[src/design/unpack_10bit_samples_defines.svh]
// Assertion macros for the 10-bit sample unpacker.
`ifndef UNPACK_10BIT_SAMPLES_DEFINES_SVH
`define UNPACK_10BIT_SAMPLES_DEFINES_SVH
`ifndef SYNTHESIS
`define UPS_ASSERT_NEVER(label, cond, msg) \
    label: assert property (@(posedge i_clk) disable iff (!i_rst_n) !(cond)) \
        else $error(msg);
`define UPS_ASSERT_IMPLIES(label, pre, post, msg) \
    label: assert property (@(posedge i_clk) disable iff (!i_rst_n) (pre) |-> (post)) \
        else $error(msg);
`else
`define UPS_ASSERT_NEVER(label, cond, msg)
`define UPS_ASSERT_IMPLIES(label, pre, post, msg)
`endif
`endif

[src/design/ups_pkg.sv]
// Types, constants and the block reshuffle function of the sample unpacker.
`timescale 1ns / 1ps
`default_nettype none
package ups_pkg;

    localparam int WORD_BITS   = 32;
    localparam int SAMPLE_BITS = 10;
    localparam int LEFT_BITS   = 9;
    localparam int ACC_BITS    = LEFT_BITS + WORD_BITS;
    localparam int BLK_WORDS   = 10;
    localparam int BLK_BYTES   = 40;
    localparam int BLK_BITS    = BLK_BYTES * 8;
    localparam int CMD_DEPTH   = 4;
    localparam int CMD_PTR_W   = 2;

    // Source byte of each reshuffled byte: 8-byte pieces reversed, then 10-byte pieces.
    localparam logic [5:0] SRC_BYTE [BLK_BYTES] = '{
        6'd14, 6'd15, 6'd0,  6'd1,  6'd2,  6'd3,  6'd4,  6'd5,  6'd6,  6'd7,
        6'd20, 6'd21, 6'd22, 6'd23, 6'd8,  6'd9,  6'd10, 6'd11, 6'd12, 6'd13,
        6'd26, 6'd27, 6'd28, 6'd29, 6'd30, 6'd31, 6'd16, 6'd17, 6'd18, 6'd19,
        6'd32, 6'd33, 6'd34, 6'd35, 6'd36, 6'd37, 6'd38, 6'd39, 6'd24, 6'd25
    };

    typedef struct packed {
        logic [31:0] payload_word;
        logic        heap_end;
    } t_in;

    typedef struct packed {
        logic signed [9:0] sample;
        logic              last_of_run;
        logic              heap_done;
    } t_out;

    typedef struct packed {
        logic [WORD_BITS-1:0] word;
        logic                 clear_only;
        logic                 run_end;
        logic                 hend;
    } t_cmd;

    // Byte 0 of a block sits in the top byte of the vector.
    function automatic logic [BLK_BITS-1:0] reshuffle_block(input logic [BLK_BITS-1:0] raw);
        logic [BLK_BITS-1:0] res;
        res = '0;
        for (int f = 0; f < BLK_BYTES; f++) begin
            res[BLK_BITS-1-8*f -: 8] = raw[BLK_BITS-1-8*int'(SRC_BYTE[f]) -: 8];
        end
        return res;
    endfunction

endpackage
`default_nettype wire

[src/design/ups_front.sv]
// Front end: takes input beats, gathers reshuffle blocks and issues unpack commands.
`timescale 1ns / 1ps
`default_nettype none
module ups_front (
    input  wire logic         i_clk,
    input  wire logic         i_rst_n,
    input  wire logic         i_cfg_we,
    input  wire logic         i_cfg_wdata,
    input  wire logic         push,
    output logic              full,
    input  wire ups_pkg::t_in i_in,
    output logic              o_cmd_push,
    output ups_pkg::t_cmd     o_cmd,
    input  wire logic         i_cmd_full
);
    import ups_pkg::*;

    logic                r_mode;
    logic [BLK_BITS-1:0] r_blk,  n_blk;
    logic [3:0]          r_idx,  n_idx;
    logic [3:0]          r_unl,  n_unl;
    logic                r_unl_hend, n_unl_hend;
    logic                unloading;
    logic                accept;
    logic [BLK_BITS-1:0] shifted;

    assign unloading = (r_unl != 4'd0);
    assign full      = unloading | i_cmd_full;
    assign accept    = push & ~full;
    assign shifted   = {r_blk[BLK_BITS-WORD_BITS-1:0], i_in.payload_word};

    always_comb begin
        n_blk      = r_blk;
        n_idx      = r_idx;
        n_unl      = r_unl;
        n_unl_hend = r_unl_hend;
        o_cmd_push = 1'b0;
        o_cmd      = '{word: i_in.payload_word, clear_only: 1'b0, run_end: 1'b1,
                       hend: i_in.heap_end};
        if (unloading) begin
            if (!i_cmd_full) begin
                o_cmd_push = 1'b1;
                o_cmd      = '{word: r_blk[BLK_BITS-1 -: WORD_BITS], clear_only: 1'b0,
                               run_end: (r_unl == 4'd1),
                               hend: (r_unl == 4'd1) & r_unl_hend};
                n_blk      = {r_blk[BLK_BITS-WORD_BITS-1:0], {WORD_BITS{1'b0}}};
                n_unl      = r_unl - 4'd1;
            end
        end else if (accept) begin
            if (r_mode) begin
                if (r_idx == 4'(BLK_WORDS - 1)) begin
                    n_blk      = reshuffle_block(shifted);
                    n_idx      = 4'd0;
                    n_unl      = 4'(BLK_WORDS);
                    n_unl_hend = i_in.heap_end;
                end else begin
                    n_blk = shifted;
                    if (i_in.heap_end) begin
                        // partial block dropped, leftover bits still cleared
                        n_idx      = 4'd0;
                        o_cmd_push = 1'b1;
                        o_cmd.clear_only = 1'b1;
                    end else begin
                        n_idx = r_idx + 4'd1;
                    end
                end
            end else begin
                o_cmd_push = 1'b1;
                if (i_in.heap_end) begin
                    n_idx = 4'd0;
                end
            end
        end
    end

    always_ff @(posedge i_clk) begin
        r_blk      <= n_blk;
        r_unl_hend <= n_unl_hend;
        if (!i_rst_n) begin
            r_mode <= 1'b0;
            r_idx  <= 4'd0;
            r_unl  <= 4'd0;
        end else begin
            if (i_cfg_we) begin
                r_mode <= i_cfg_wdata;
            end
            r_idx <= n_idx;
            r_unl <= n_unl;
        end
    end

endmodule
`default_nettype wire

[src/design/ups_cmd_q.sv]
// Short command queue between the front end and the unpacker.
`timescale 1ns / 1ps
`default_nettype none
module ups_cmd_q (
    input  wire logic          i_clk,
    input  wire logic          i_rst_n,
    input  wire logic          i_push,
    input  wire ups_pkg::t_cmd i_cmd,
    output logic               o_full,
    input  wire logic          i_pop,
    output ups_pkg::t_cmd      o_cmd,
    output logic               o_empty
);
    import ups_pkg::*;

    t_cmd                 r_mem [CMD_DEPTH];
    logic [CMD_PTR_W-1:0] r_wptr;
    logic [CMD_PTR_W-1:0] r_rptr;
    logic [CMD_PTR_W:0]   r_cnt;
    logic                 do_push;
    logic                 do_pop;

    assign o_full  = (r_cnt == (CMD_PTR_W+1)'(CMD_DEPTH));
    assign o_empty = (r_cnt == '0);
    assign do_push = i_push & ~o_full;
    assign do_pop  = i_pop & ~o_empty;
    assign o_cmd   = r_mem[r_rptr];

    always_ff @(posedge i_clk) begin
        if (do_push) begin
            r_mem[r_wptr] <= i_cmd;
        end
        if (!i_rst_n) begin
            r_wptr <= '0;
            r_rptr <= '0;
            r_cnt  <= '0;
        end else begin
            if (do_push) begin
                r_wptr <= r_wptr + 1'b1;
            end
            if (do_pop) begin
                r_rptr <= r_rptr + 1'b1;
            end
            case ({do_push, do_pop})
                2'b10:   r_cnt <= r_cnt + 1'b1;
                2'b01:   r_cnt <= r_cnt - 1'b1;
                default: r_cnt <= r_cnt;
            endcase
        end
    end

endmodule
`default_nettype wire

[src/design/ups_back.sv]
// Back end: cuts each command word, with the leftover bits, into 10-bit samples.
`timescale 1ns / 1ps
`default_nettype none
module ups_back (
    input  wire logic          i_clk,
    input  wire logic          i_rst_n,
    input  wire ups_pkg::t_cmd i_cmd,
    input  wire logic          i_cmd_empty,
    output logic               o_cmd_pop,
    output logic               empty,
    input  wire logic          pop,
    output ups_pkg::t_out      o_out,
    output logic [3:0]         o_left_cnt
);
    import ups_pkg::*;

    logic                 r_busy,      n_busy;
    logic [ACC_BITS-1:0]  r_acc,       n_acc;
    logic [5:0]           r_rem,       n_rem;
    logic                 r_run_end,   n_run_end;
    logic                 r_hend,      n_hend;
    logic [LEFT_BITS-1:0] r_left_bits, n_left_bits;
    logic [3:0]           r_left_cnt,  n_left_cnt;
    t_out                 r_out,       n_out;
    logic                 r_out_valid, n_out_valid;

    logic                 emit;
    logic                 done;
    logic [5:0]           rem_dec;
    logic [ACC_BITS-1:0]  acc_shift;
    logic [ACC_BITS-1:0]  acc_load;

    assign o_cmd_pop  = ~r_busy & ~i_cmd_empty;
    assign emit       = r_busy & (~r_out_valid | pop);
    assign rem_dec    = r_rem - 6'd10;
    assign done       = emit & (rem_dec < 6'd10);
    assign acc_shift  = {r_acc[ACC_BITS-SAMPLE_BITS-1:0], {SAMPLE_BITS{1'b0}}};
    // stream left-aligned in the accumulator, zeros below
    assign acc_load   = ACC_BITS'({r_left_bits, i_cmd.word} << (4'd9 - r_left_cnt));
    assign empty      = ~r_out_valid;
    assign o_out      = r_out;
    assign o_left_cnt = r_left_cnt;

    always_comb begin
        n_busy      = r_busy;
        n_acc       = r_acc;
        n_rem       = r_rem;
        n_run_end   = r_run_end;
        n_hend      = r_hend;
        n_left_bits = r_left_bits;
        n_left_cnt  = r_left_cnt;
        n_out       = r_out;
        n_out_valid = r_out_valid & ~pop;
        if (o_cmd_pop) begin
            if (i_cmd.clear_only) begin
                n_left_bits = '0;
                n_left_cnt  = 4'd0;
            end else begin
                n_busy    = 1'b1;
                n_acc     = acc_load;
                n_rem     = 6'(r_left_cnt) + 6'(WORD_BITS);
                n_run_end = i_cmd.run_end;
                n_hend    = i_cmd.hend;
            end
        end
        if (emit) begin
            n_acc       = acc_shift;
            n_rem       = rem_dec;
            n_out_valid = 1'b1;
            n_out       = '{sample: r_acc[ACC_BITS-1 -: SAMPLE_BITS],
                            last_of_run: done & r_run_end,
                            heap_done: done & r_run_end & r_hend};
            if (done) begin
                n_busy = 1'b0;
                if (r_hend) begin
                    n_left_bits = '0;
                    n_left_cnt  = 4'd0;
                end else begin
                    n_left_bits = acc_shift[ACC_BITS-1 -: LEFT_BITS] >> (4'd9 - rem_dec[3:0]);
                    n_left_cnt  = rem_dec[3:0];
                end
            end
        end
    end

    always_ff @(posedge i_clk) begin
        r_acc     <= n_acc;
        r_rem     <= n_rem;
        r_run_end <= n_run_end;
        r_hend    <= n_hend;
        r_out     <= n_out;
        if (!i_rst_n) begin
            r_busy      <= 1'b0;
            r_left_bits <= '0;
            r_left_cnt  <= 4'd0;
            r_out_valid <= 1'b0;
        end else begin
            r_busy      <= n_busy;
            r_left_bits <= n_left_bits;
            r_left_cnt  <= n_left_cnt;
            r_out_valid <= n_out_valid;
        end
    end

endmodule
`default_nettype wire

[src/design/unpack_10bit_samples.sv]
// Top level of the packed 10-bit signed sample unpacker.
`timescale 1ns / 1ps
`default_nettype none
// Takes 32-bit payload beats (first byte in bits 31..24) and delivers 10-bit
// two's-complement samples, one per cycle at most, through a queue-style
// result port. In normal mode each word is first loaded into the unpacker
// and then cut into 3 or 4 samples. With reshuffle_mode set, ten words are
// taken one per cycle while full is low; the tenth turns the block around as
// it is taken, full then stays high while the block's words move into the
// four-deep command queue, and the unpacker cuts the block into 32 samples.
// heap_end clears the leftover bits and any partial block; a partial block is
// dropped without results. Write reshuffle_mode only while the block is idle.
module unpack_10bit_samples (
    input  wire logic         i_clk,
    input  wire logic         i_rst_n,
    input  wire logic         i_cfg_we,
    input  wire logic         i_cfg_wdata,
    input  wire logic         push,
    output logic              full,
    input  wire ups_pkg::t_in i_in,
    output logic              empty,
    input  wire logic         pop,
    output ups_pkg::t_out     o_out
);
    import ups_pkg::*;

    `include "unpack_10bit_samples_defines.svh"

    t_cmd       cmd_in;
    t_cmd       cmd_out;
    logic       cmd_push;
    logic       cmd_full;
    logic       cmd_pop;
    logic       cmd_empty;
    logic [3:0] left_cnt;

    ups_front u_front (
        .i_clk       (i_clk),
        .i_rst_n     (i_rst_n),
        .i_cfg_we    (i_cfg_we),
        .i_cfg_wdata (i_cfg_wdata),
        .push        (push),
        .full        (full),
        .i_in        (i_in),
        .o_cmd_push  (cmd_push),
        .o_cmd       (cmd_in),
        .i_cmd_full  (cmd_full)
    );

    ups_cmd_q u_cmd_q (
        .i_clk   (i_clk),
        .i_rst_n (i_rst_n),
        .i_push  (cmd_push),
        .i_cmd   (cmd_in),
        .o_full  (cmd_full),
        .i_pop   (cmd_pop),
        .o_cmd   (cmd_out),
        .o_empty (cmd_empty)
    );

    ups_back u_back (
        .i_clk       (i_clk),
        .i_rst_n     (i_rst_n),
        .i_cmd       (cmd_out),
        .i_cmd_empty (cmd_empty),
        .o_cmd_pop   (cmd_pop),
        .empty       (empty),
        .pop         (pop),
        .o_out       (o_out),
        .o_left_cnt  (left_cnt)
    );

    `UPS_ASSERT_NEVER(a_cmd_overflow, cmd_push && cmd_full, "command pushed into full queue")
    `UPS_ASSERT_NEVER(a_left_range, left_cnt > 4'd9, "leftover count above nine")
    `UPS_ASSERT_IMPLIES(a_done_is_last, !empty && o_out.heap_done, o_out.last_of_run,
        "heap_done without last_of_run")
    `UPS_ASSERT_IMPLIES(a_full_on_push, cmd_push && !cmd_pop && cmd_empty, ##1 !cmd_empty,
        "queued command lost")

endmodule
`default_nettype wire

[config.mk]
export PLATFORM = sky130hd
export DESIGN_NAME = unpack_10bit_samples
export DESIGN_NICKNAME = d
export VERILOG_FILES = /design/src/design/ups_pkg.sv /design/src/design/ups_front.sv /design/src/design/ups_cmd_q.sv /design/src/design/ups_back.sv /design/src/design/unpack_10bit_samples.sv
export VERILOG_INCLUDE_DIRS = /design/src /design/src/design
export SDC_FILE = /design/constraint.sdc
export NUM_CORES = 1
export LEC_CHECK = 0
export BUFFER_PORTS_ARGS = -buffer_cell sky130_fd_sc_hd__buf_2
export CAP_MARGIN = 10
export CELL_PAD_IN_SITES_DETAIL_PLACEMENT = 0
export CELL_PAD_IN_SITES_GLOBAL_PLACEMENT = 1
export CORE_UTILIZATION = 50
export CTS_CLUSTER_DIAMETER = 40
export CTS_CLUSTER_SIZE = 14
export DETAILED_ROUTE_END_ITERATION = 7
export PLACE_DENSITY = 0.84
export SETUP_SLACK_MARGIN = 0.05
export SLEW_MARGIN = 15
export SYNTH_ARGS = -nofsm -noshare
export SYNTH_HDL_FRONTEND = slang
export SYNTH_SLANG_ARGS = --single-unit
export TNS_END_PERCENT = 20
[constraint.sdc]
create_clock -name i_clk -period 25.6 [get_ports i_clk]
set_input_delay 3.84 -clock i_clk [delete_from_list [all_inputs] [get_ports i_clk]]
set_output_delay 3.84 -clock i_clk [all_outputs]
set_load 0.01 [all_outputs]
==> impl_metrics.csv <==
group,metric,value,unit
status,status,"complete, no violations",
place,gp_congestion,0.8584,
die,die_h,225.5,um
cts,cts_max_level,3,
synthesis,muxShareOfSynthArea,0.1934,
grt,grt_pass1_vias,13990,
route,detail-route-antenna-nets,0,
pwr,ir_drop,0.05892,mV
sta,finClkSkew,0.03171,ns
synthesis,synth_top_family_by_area,"multiplexers",
cells_and_area,finalInstanceArea,28680,um^2
cells_and_area,register_area,16240,um^2
sta,timing.final.setup_violations,0,
cells_and_area,drive_gt1_frac,0.3400,
route,drt-pass1-iter-count,6,
synthesis,synth_xor_area_frac,0.004560,
flow_run,maxCapViolations,0,
grt,grt.overflow.total,0,
synthesis,syn_nets,1688,
synthesis,synth_cells,1636,
synthesis,synth_ff_type,"edfxtp_1",
cts,cts-root-buf,"clkbuf_16",
cts,numCtsBuffers,83,
pwr,power_density,98.28,nW/um^2
setup_path,worstPathRequired,25.81,ns
sta,slew_viol_final,0,
cells_and_area,area_growth,14.85,%
synthesis,synth_enable_flop_cells,512,
synthesis,yosysWarnings,0,
cells_and_area,multiInputGateArea,8148,um^2
sta,max_freq,154.8,MHz
setup_path,crit_path_end_kind,"flop",
place,dp_slack,18.57,ns
place,place_area,25740,um^2
sta,worst_pin_slew,1.101,ns
synthesis,ys_seq_area_frac,0.6503,
cts,cts_sinks,555,
grt,grt_pass1_wl,76620,um
setup_path,start_kind,"input pin",
synthesis,synthTopCellsByArea,"edfxtp_1 (62%), mux2_2 (16%), dfxtp_1 (3.4%), mux2i_1 (2.2%), nand2_1 (1.7%)",
synthesis,netlist_area,24970,um^2
grt,grt_usage,0.1941,
pwr,leakagePower,9.578,nW
cells_and_area,final_nets,1748,
sta,final.setup.tns,0,ns
place,io_buffer_count,52,
route,first_iter_violations,1274,
setup_path,cp_max_fo,191,
die,ios,53,
setup_path,reg2reg_setup_slack,21.26,ns
route,wl_per_cell,20.13,um
route,vias,14160,
place,hpwl,29630,um
synthesis,synth_cell_types,62,
die,dieArea,50830,um^2
synthesis,async_flop_share,0,
sta,period_needed,6.459,ns
synthesis,ys_ff_latch,555,
synthesis,synth_top_area_frac,0.6158,
cells_and_area,antenna_cells,0,
pwr,power.total,2.818,mW
die,start_util,0.5090,
sta,layout_setup_ws,19.14,ns
die,rows,81,
setup_path,crit_type,"in2reg",
sta,hold_viol,0,
sta,max-slew-margin-rel,0.2658,
min_path,hold_path.class,"reg2reg",
setup_path,cp.arrival,6.67,ns
cts,cts_tree,"yes",
route,drc,0,
grt,grt_max_degree,192,
cts,insertion_delay,0.61,ns
cts,clk_pin_slew_worst_paths,0.04,ns
die,design.core.area,49050,um^2
cts,ctsResizeCount,0,
sta,period_share,0.2523,
cts,clk_path_buf_depth,3,
sta,hold_ws,0.4142,ns
route,via_per_inst,5.835,
cells_and_area,n_fill_cell,3761,
grt,antenna_found_initial,2,
synthesis,syn_avg_cell_area,15.26,um^2
sta,rsz0062_at_grt,"false",
synthesis,synth_simple_gate_area_frac,0.04926,
synthesis,yosysTopAreaCell,"edfxtp_1",
route,wirelength,48840,um
cts,cts_hold_buf,0,
die,die_x,225.5,um
cts,cts_setup_buffers,0,
synthesis,synth_fa_ha_area_frac,0.006816,
synthesis,synth_compound_area_frac,0.07161,
==> state kept, by name, indices dropped and copies added (netlist names), 2 cells and up, named ones only <==
name and cells:
u_front.r_unl 4, u_back.o_left_cnt 4, u_back.r_rem 6, u_front.r_idx 4, u_back.r_acc 41, u_cmd_q.r_mem 140, u_cmd_q.r_cnt 3, u_back.o_out 12
u_cmd_q.r_rptr 2, u_back.r_left_bits 9, u_cmd_q.r_wptr 2, u_front.r_blk 320
==> metal layers <==
metal | share of wire | up-vias | GRT usage
li1 | - | 6555 | -
met1 | 0.44 | 7090 | 0.2607
met2 | 0.48 | 430 | 0.3149
met3 | 0.059 | 76 | 0.03859
met4 | 0.019 | 4 | 0.06737
met5 | 0.00047 | - | 0
==> placed cells by master (no fill, tap or decap), types with 14 or more instances in the layout <==
| master | count |
|---|---|
| o21ai_0 | 19 |
| and2_1 | 18 |
| clkbuf_16 | 88 |
| buf_4 | 20 |
| inv_6 | 19 |
| nand2_1 | 111 |
| nor3_1 | 35 |
| nor2b_1 | 19 |
| a221o_1 | 16 |
| a21oi_1 | 49 |
| mux4_2 | 15 |
| dfxtp_1 | 42 |
| nor2_1 | 45 |
| edfxtp_1 | 512 |
| o22ai_1 | 54 |
| mux2i_1 | 56 |
| buf_2 | 52 |
| a211o_1 | 14 |
| inv_1 | 21 |
| a22o_1 | 15 |
| mux2_2 | 349 |
==> through the flow <==
step                cells    util
global placement     2275  0.5247
global route         2426  0.5846
floorplan            1636       -
detailed placement   2275  0.5247
finish               2426  0.5846
CTS                  2426  0.5846
==> cells by family (layout without fill, tap and decap cells) <==
kind of cell	Yosys count	count (layout)
AO/OA/AOI/OAI	252	252
buffers and inverters	121	247
AND/OR/NAND/NOR	262	262
flip-flops	555	555
multiplexers	420	420
XOR/XNOR	13	13
adder cells (fa/ha/maj)	13	13
==> synthesized netlist by cell type (all sizes together), types with 16 or more instances <==
master and number:
mux2 349, edfxtp 512, mux2i 56, a21oi 49, nor2b 19, nand2 113
buf 51, o22ai 54, nor2 47, a221o 16, and2 20, nor3 35
inv 22, o21ai 20, dfxtp 43, clkbuf 47
==> report_power, final <==
group	switching, mW	internal [mW]
combinational	0.304	0.179
sequential	0.0466	1.11
clock	0.432	0.744
total	0.782	2.04
==> path summary, 6_finish.rpt <==
check | startpoint | endpoint | depth (start not counted)
max reg2reg | u_front.r_unl[0] | u_front.r_blk[267] | 8
min reg2reg | u_back.r_acc[33] | u_back.o_out[4] | 0
min | u_back.r_acc[33] | u_back.o_out[4] | 0
max | push | u_front.r_blk[267] | 5
==> layout make-up <==
| cell class | instances | area share |
|---|---|---|
| tap | 664 | 0.02897 |
| multi-input combinational | 960 | 0.2841 |
| sequential | 555 | 0.5663 |
| timing repair buffer | 73 | 0.01501 |
| clock buffer | 92 | 0.07802 |
| clock inverter | 59 | 0.02435 |
| inverter | 23 | 0.003185 |
==> critical path, stage by stage <==
cell	delay [ns]
buf_2	0.11
nand4_1	0.20
nand2b_4	0.56
buf_12	0.67
buf_4	0.93
Note: power is estimated with default switching activity, not from simulation.
